$ cat src/rtl/core/spq_pkg.sv
package spq_pkg;

  localparam int QueueDepthDefault = 64;
  localparam int CountWidth = 7;

  localparam logic [1:0] CmdPush     = 2'd0;
  localparam logic [1:0] CmdPopFront = 2'd1;
  localparam logic [1:0] CmdPopBack  = 2'd2;
  localparam logic [1:0] CmdRemove   = 2'd3;

  localparam logic [1:0] StOk       = 2'd0;
  localparam logic [1:0] StEmpty    = 2'd1;
  localparam logic [1:0] StFull     = 2'd2;
  localparam logic [1:0] StNotFound = 2'd3;

  localparam logic [1:0] ModeFG    = 2'd0;
  localparam logic [1:0] ModeFifo  = 2'd1;
  localparam logic [1:0] ModeStack = 2'd2;
  localparam logic [1:0] ModeDepth = 2'd3;

  localparam int EntryWidth = 96;

  typedef struct packed {
    logic [15:0] handle;
    logic [31:0] f;
    logic [31:0] g;
    logic [15:0] depth;
  } entry_t;

  typedef enum logic [2:0] {
    S_IDLE, S_SCAN, S_SHIFT, S_WRITE, S_RESULT
  } state_t;

  // controller -> datapath
  typedef struct packed {
    logic load;       // capture input beat, clear scan index
    logic rd;         // issue read at scan index
    logic step;       // advance scan index
    logic wr;         // write memory
    logic wr_new;     // write the captured entry instead of shifted data
    logic dir_up;     // shift direction: 1 = insert (move toward back)
    logic take;       // latch read data as removed entry
    logic inc;        // count up
    logic dec;        // count down
    logic set_pos;    // set shift pointer
    logic shift_step; // move shift pointer
    logic [1:0] status;
    logic out_load;
  } ctl_t;

  // datapath -> controller
  typedef struct packed {
    logic full;
    logic empty;
    logic scan_end;   // scan index reached count
    logic pass;       // read entry passes (push) or matches (remove)
    logic shift_done;
    logic out_busy;
    logic [1:0] cmd;
  } sts_t;

endpackage

$ cat src/rtl/core/spq_ctrl.sv
module spq_ctrl (
  input  logic           clk,
  input  logic           rst,
  input  logic           in_fire,
  output logic           in_ready,
  input  spq_pkg::sts_t  sts,
  output spq_pkg::ctl_t  ctl
);
  import spq_pkg::*;

  state_t state, state_next;
  logic   rd_pend, rd_pend_next;

  always_ff @(posedge clk) begin
    if (rst) begin
      state   <= S_IDLE;
      rd_pend <= 1'b0;
    end else begin
      state   <= state_next;
      rd_pend <= rd_pend_next;
    end
  end

  // Scan: each read is issued, then its registered data is compared before the next read.
  always_comb begin
    state_next   = state;
    rd_pend_next = 1'b0;
    ctl          = '0;
    in_ready     = 1'b0;
    case (state)
      S_IDLE: begin
        in_ready = 1'b1;
        if (in_fire) begin
          ctl.load   = 1'b1;
          state_next = S_SCAN;
        end
      end
      S_SCAN: begin
        if (rd_pend) begin
          if (sts.cmd == CmdRemove) begin
            if (sts.pass) begin
              ctl.take    = 1'b1;
              ctl.set_pos = 1'b1;
              ctl.dec     = 1'b1;
              state_next  = S_SHIFT;
            end else begin
              ctl.step = 1'b1;
            end
          end else if (sts.cmd == CmdPush) begin
            if (sts.pass) ctl.step = 1'b1;
            else begin
              ctl.set_pos = 1'b1;
              state_next  = S_SHIFT;
            end
          end else begin
            ctl.take    = 1'b1;
            ctl.set_pos = 1'b1;
            ctl.dec     = 1'b1;
            state_next  = S_SHIFT;
          end
        end else if (sts.cmd == CmdPush && sts.full) begin
          ctl.status = StFull;
          state_next = S_RESULT;
        end else if ((sts.cmd == CmdPopFront || sts.cmd == CmdPopBack) && sts.empty) begin
          ctl.status = StEmpty;
          state_next = S_RESULT;
        end else if (sts.scan_end) begin
          if (sts.cmd == CmdPush) begin
            ctl.set_pos = 1'b1;
            state_next  = S_SHIFT;
          end else begin
            ctl.status = StNotFound;
            state_next = S_RESULT;
          end
        end else begin
          ctl.rd       = 1'b1;
          rd_pend_next = 1'b1;
        end
      end
      S_SHIFT: begin
        // read at pointer source, write next cycle
        if (sts.shift_done) begin
          if (sts.cmd == CmdPush) begin
            ctl.wr     = 1'b1;
            ctl.wr_new = 1'b1;
            ctl.inc    = 1'b1;
          end
          ctl.status = StOk;
          state_next = S_RESULT;
        end else begin
          ctl.rd     = 1'b1;
          ctl.dir_up = sts.cmd == CmdPush;
          state_next = S_WRITE;
        end
      end
      S_WRITE: begin
        ctl.wr         = 1'b1;
        ctl.dir_up     = sts.cmd == CmdPush;
        ctl.shift_step = 1'b1;
        state_next     = S_SHIFT;
      end
      S_RESULT: begin
        // hold until the output register is free or being emptied
        if (!sts.out_busy) begin
          ctl.out_load = 1'b1;
          state_next   = S_IDLE;
        end
      end
      default: state_next = S_IDLE;
    endcase
  end
endmodule

$ cat config.mk
export PLATFORM = sky130hd
export DESIGN_NAME = spq_ctrl
export DESIGN_NICKNAME = d
export VERILOG_FILES = /design/src/rtl/core/spq_pkg.sv /design/src/rtl/core/spq_ctrl.sv
export SDC_FILE = /design/constraint.sdc
export NUM_CORES = 1
export LEC_CHECK = 0
export ABC_CLOCK_PERIOD_IN_PS = 1800
export BUFFER_PORTS_ARGS = -buffer_cell sky130_fd_sc_hd__buf_2
export CORE_AREA = 2 2 39 41
export DETAILED_ROUTE_END_ITERATION = 7
export DIE_AREA = 0 0 41 43
export PLACE_DENSITY = 0.8
export RECOVER_POWER = 25
export REMOVE_ABC_BUFFERS = 1
export SLEW_MARGIN = 5
export SYNTH_ARGS = -nofsm -noshare
export SYNTH_HDL_FRONTEND = slang
export SYNTH_SLANG_ARGS = --single-unit
$ cat constraint.sdc
create_clock -name clk -period 1.8 [get_ports clk]
set_input_delay 0.09 -clock clk [delete_from_list [all_inputs] [get_ports clk]]
set_output_delay 0.09 -clock clk [all_outputs]
set_load 0.05 [all_outputs]
==> Word level (Yosys, flattened, before mapping) <==
Index checks and enable logic that the tools add are counted.
Widths: inputs -> output; s select.
{ "totals": {"in_bits": 11, "elab_cells": 81, "output_inout_bits": 15, "mem_bits_ro": 0, "n_memories": 0, "regBits": 4, "latchBits": 0, "ram_bits": 0} }
{ "classes": {"mux": 59, "n_reduce_logical": 7, "eq_ne": 12, "div": 0, "bitwise_logic": 1, "multipliers": 0, "addsub": 0, "shifts": 0, "order_cmp": 0} }
{ "op_table": {"columns": ["op", "count"], "rows": [
  ["$mux 3", 12],
  ["$mux 1", 32],
  ["$mux 2", 11],
  ["$pmux 3 s5", 1],
  ["$ne 5x5->1 const B", 2],
  ["$eq 3x2->1 const B", 2],
  ["$pmux 1 s2", 3],
  ["$reduce_and 5->1", 1],
  ["$eq 2x2->1 const B", 2],
  ["$ne 2x2->1 const B", 2],
  ["$ne 4x4->1 const B", 1],
  ["$eq 3x1->1 const B", 1],
  ["$eq 3x3->1 const B", 1],
  ["$logic_not 3->1", 1],
  ["$eq 2x1->1 const B", 1],
  ["$logic_and 1x1->1", 2],
  ["$logic_not 2->1", 1],
  ["$reduce_or 2->1", 1],
  ["$logic_or 1x1->1", 1],
  ["$not 1->1", 1]
]} }

==> Logic depth before layout (Yosys ltp) <==
{ "depth": {"depth_word": 7, "mapped_depth": 6, "depth_no_buf": 6} }

==> Worst setup path after synthesis <==
No wires, ideal clock.
{ "synth_path": {"path_kind": "reg-to-output", "from": "reg state[0]", "to": "out ctl[13] in the netlist's numbering", "path_stages_with_launch": 4, "path_slack_ps": -519, "t_arrival_ps": 2229, "required_ps": 1710, "cell_sequence": "dfxtp_1 > clkbuf_1 > nor3_1 > and2_1"} }
{ "synth_rtl": {"columns": ["item", "line_no", "source"], "rows": [
  ["start, declared", "spq_ctrl.sv:11", "state_t state, state_next;"],
  ["start signal, assigned", "spq_ctrl.sv:19", "state <= state_next;"],
  ["end, declared", "spq_ctrl.sv:7", "output spq_pkg::ctl_t ctl"]
]} }

==> metrics.md <==
| Metric | Value |
|---|---|
| Met1 usage | `17.5%` |
| All-Layer GR Usage | `16.0%` |
| Iteration count of the initial detailed-routing pass | `4` |
| Largest buffer count on any clock path | `2` |
| Remaining antenna violation count | `0` |
| Hold Path Stages | `2` |
| Least-Margin Pin Slew | `0.591 ns` |
| Startpoint Class | `register` |
| Leading cell types by total area after synthesis | `dfxtp_1 15%, ha_1 7.2%, nand2b_1 6.0%` |
| Combinational share of power | `53.6%` |
| Final Hold Fails | `0` |
| DIE AREA | `1760 µm²` |
| Worst hold start | `rst` |
| Setup CP Type | `reg2out` |
| Mapped Area | `524 µm²` |
| Post-synth cell types | `35` |
| Number of global-route vias before repair | `508` |
| Asr flop ratio synth | `0%` |
| Clock-pin slew on the worst setup and hold paths | `0.03 ns` |
| CP arrival | `1.66 ns` |
| TritonCTS clock tree | `yes` |
| Rel. slew slack | `60.8%` |
| Area growth syn-to-layout | `37.9%` |
| Largest net degree at the start of global routing | `11` |
| Most frequent cell after synthesis | `nor2_1` |
| Vias per cell | `5.21` |
| Detailed Route WL | `1310 µm` |
| H-tree depth | `1` |
| WP buf/inv | `1` |
| Reg2Reg Setup Slack | `0.14 ns` |
| Post-layout util | `52.3%` |
| Setup-violating endpoint count in the final report | `0` |
| Cell taking the most area after synthesis | `dfxtp_1` |
| Fraction of layout instances using a drive strength above 1 | `43.3%` |
| Post-synth EDFFs | `0` |
| Sequential element share of the synthesized area | `15.3%` |
| Crit-path slowest cell | `or4b_4` |
| Clk_skew | `0.000834 ns` |
| Setup TNS | `0 ns` |
| # IOs | `26` |
| DRC | `0` |
| # hold bufs at CTS | `0` |
| Synth top area share | `15.3%` |
| CP Max Fanout | `4` |
| Clock Sinks | `4` |
| Worst r2r src | `state[1]` |
| PortBufs | `25` |
| Clock power share | `23.6%` |
| Critical path required time | `1.71 ns` |
| Clock Latency Late Sink | `0.23 ns` |
| LEAKAGE | `0.370 nW` |
| F_max | `0.573 GHz` |
| Row count | `14` |
| Flops & latches, synth | `4` |
| Sw Pwr | `0.185 mW` |
| Initial core utilization | `37.9%` |
| Worst reg-to-reg path cell count | `5` |
| Core area | `1380 µm²` |
| Reg-to-reg endpoint | `state[2]` |
| Initial DRC Count | `8` |
| Synth top cells by count | `6 x nor2_1, 5 x nand2b_1` |
| Met2 Resource Use GR | `24.7%` |
| Min cycle time layout | `1.75 ns` |
| Worst Hold Endpoint | `rd_pend` |
| Worst path max stage delay | `0.55 ns` |
| First-pass GRT wire length | `1920 µm` |
| Net Sw Frac | `41.5%` |
| Synth Flop Type | `dfxtp_1` |
| Crit-path cells | `or4b_4 > nand4bb_4 > o31ai_4 > buf_6` |
| Met3 GRT Util | `4.71%` |
| Max Transition Viols Final | `0` |
| Avg Cell Area, Syn | `7.82 µm²` |
| Die X-Extent | `41 µm` |
| Post-route cell area | `723 µm²` |
| Pint | `0.261 mW` |
| Outcome | `completed` |
| CTS Buf Count | `3` |
| Avg WL per Cell | `11.6 µm` |
| Worst setup EP type | `output pin` |
| Worst-case vdd ir drop | `0.340 mV` |
| Max Cap Viol | `0` |
| Placed Area | `657 µm²` |
| P per Cell Area | `618 nW/µm²` |
| Post-route clock period utilization | `97.0%` |
| Gr busiest metal | `met2` |
| Sequential Power Share | `22.7%` |
| Final Wtd Congestion | `0.872` |
| FILL cells | `138` |
| Vias | `589` |
| Worst hold-check path type | `in2reg` |
| Gate Count Post-Synth | `67` |
| Crit path max-delay family | `simple AND/OR/NAND/NOR gates` |
| Clock root buffer | `clkbuf_4` |
| Die H | `43 µm` |
| Yosys warning total | `0` |
| Ant. Diodes | `0` |
| Estimated wirelength of the detail-placed design | `1000 µm` |
| NumNets Final | `113` |
| Initial antenna violation count | `0` |
| Global route total overflow | `0` |
-- worst max-delay path by stage --
stage	from	endpoint	depth (start not counted)
final	state[1]	ctl[12]	4
after global routing	state[1]	ctl[12]	4
after CTS	rd_pend	ctl[12]	4
after detailed placement	rd_pend	ctl[12]	4
after global placement	rd_pend	ctl[12]	4
after floorplan	state[1]	ctl[5]	3
-- layout by cell type (no fill, tap or decap), types with 4 or more instances in the layout --
cell type / count
buf_2: 21
buf_4: 7
inv_1: 4
nand2_1: 4
nand2b_1: 5
nor2_1: 6
nor3_1: 4
-- state kept, by name, summed over array words and instances (netlist names) --
register	cells
rd_pend	1
state	3
-- routing by layer --
| layer | wire [µm] | share of wire [%] | up-vias |
|---|---|---|---|
| met3 | 65 | 5.0 | 2 |
| met2 | 670 | 51 | 24 |
| li1 | - | - | 299 |
| met4 | 16 | 1.2 | 0 |
| met5 | 0 | 0 | - |
| met1 | 557 | 43 | 264 |
-- power groups by stage --
stage | Sequential, mW | Combinational [mW] | Clock (mW)
final | 0.102 | 0.240 | 0.106
after global routing | 0.103 | 0.258 | 0.121
after CTS | 0.101 | 0.224 | 0.114
after detailed placement | 0.103 | 0.222 | 0
after global placement | 0.102 | 0.218 | 0
after floorplan | 0.111 | 0.153 | 0
-- through the flow --
step	instances	setup WS (ns)	hold slack, ns	power (mW)
6_report	113	0.0533	0.0812	0.447
5_1_grt	113	-0.0146	0.0809	0.482
4_1_cts	109	0.00339	0.0685	0.439
3_5_place_dp	106	0.163	0.313	0.325
3_3_place_gp	106	0.205	0.307	0.320
2_1_floorplan	62	-0.964	0.152	0.264
-- kinds of logic after synthesis --
group	count (synthesis)	synth area share [%]
AOI/OAI and AO/OA	11	17.4
adders and majority gates	3	7.16
buffers and inverters	9	9.54
DFF	4	15.3
muxes	1	2.15
and+or+nand+nor	39	48.4
-- area by class of cell --
class | count | area [µm²] | share of cell area [%]
clock buffer | 3 | 22.5 | 3.11
sequential | 4 | 81.3 | 11.2
multi-input combinational | 54 | 403 | 55.7
timing repair buffer | 32 | 181 | 25.1
tap | 16 | 20.0 | 2.77
inverter | 4 | 15.0 | 2.08
-- worst reg2reg max path, stage by stage, from the launching register on --
cell and delay [ns]:
dfxtp_1 0.30, or4b_4 0.55, nand4bb_4 0.29, buf_4 0.17, a21bo_1 0.17, a21oi_2 0.11
-- repair_timing --
action,4_1_cts,5_1_grt
pin swaps,1,1
setup endpoints to repair,1,2
gates cloned,0,0
setup buffers,0,4
hold endpoints to repair,0,0
gates resized for setup,1,3
No activity file was read; power rests on OpenSTA's default activity.
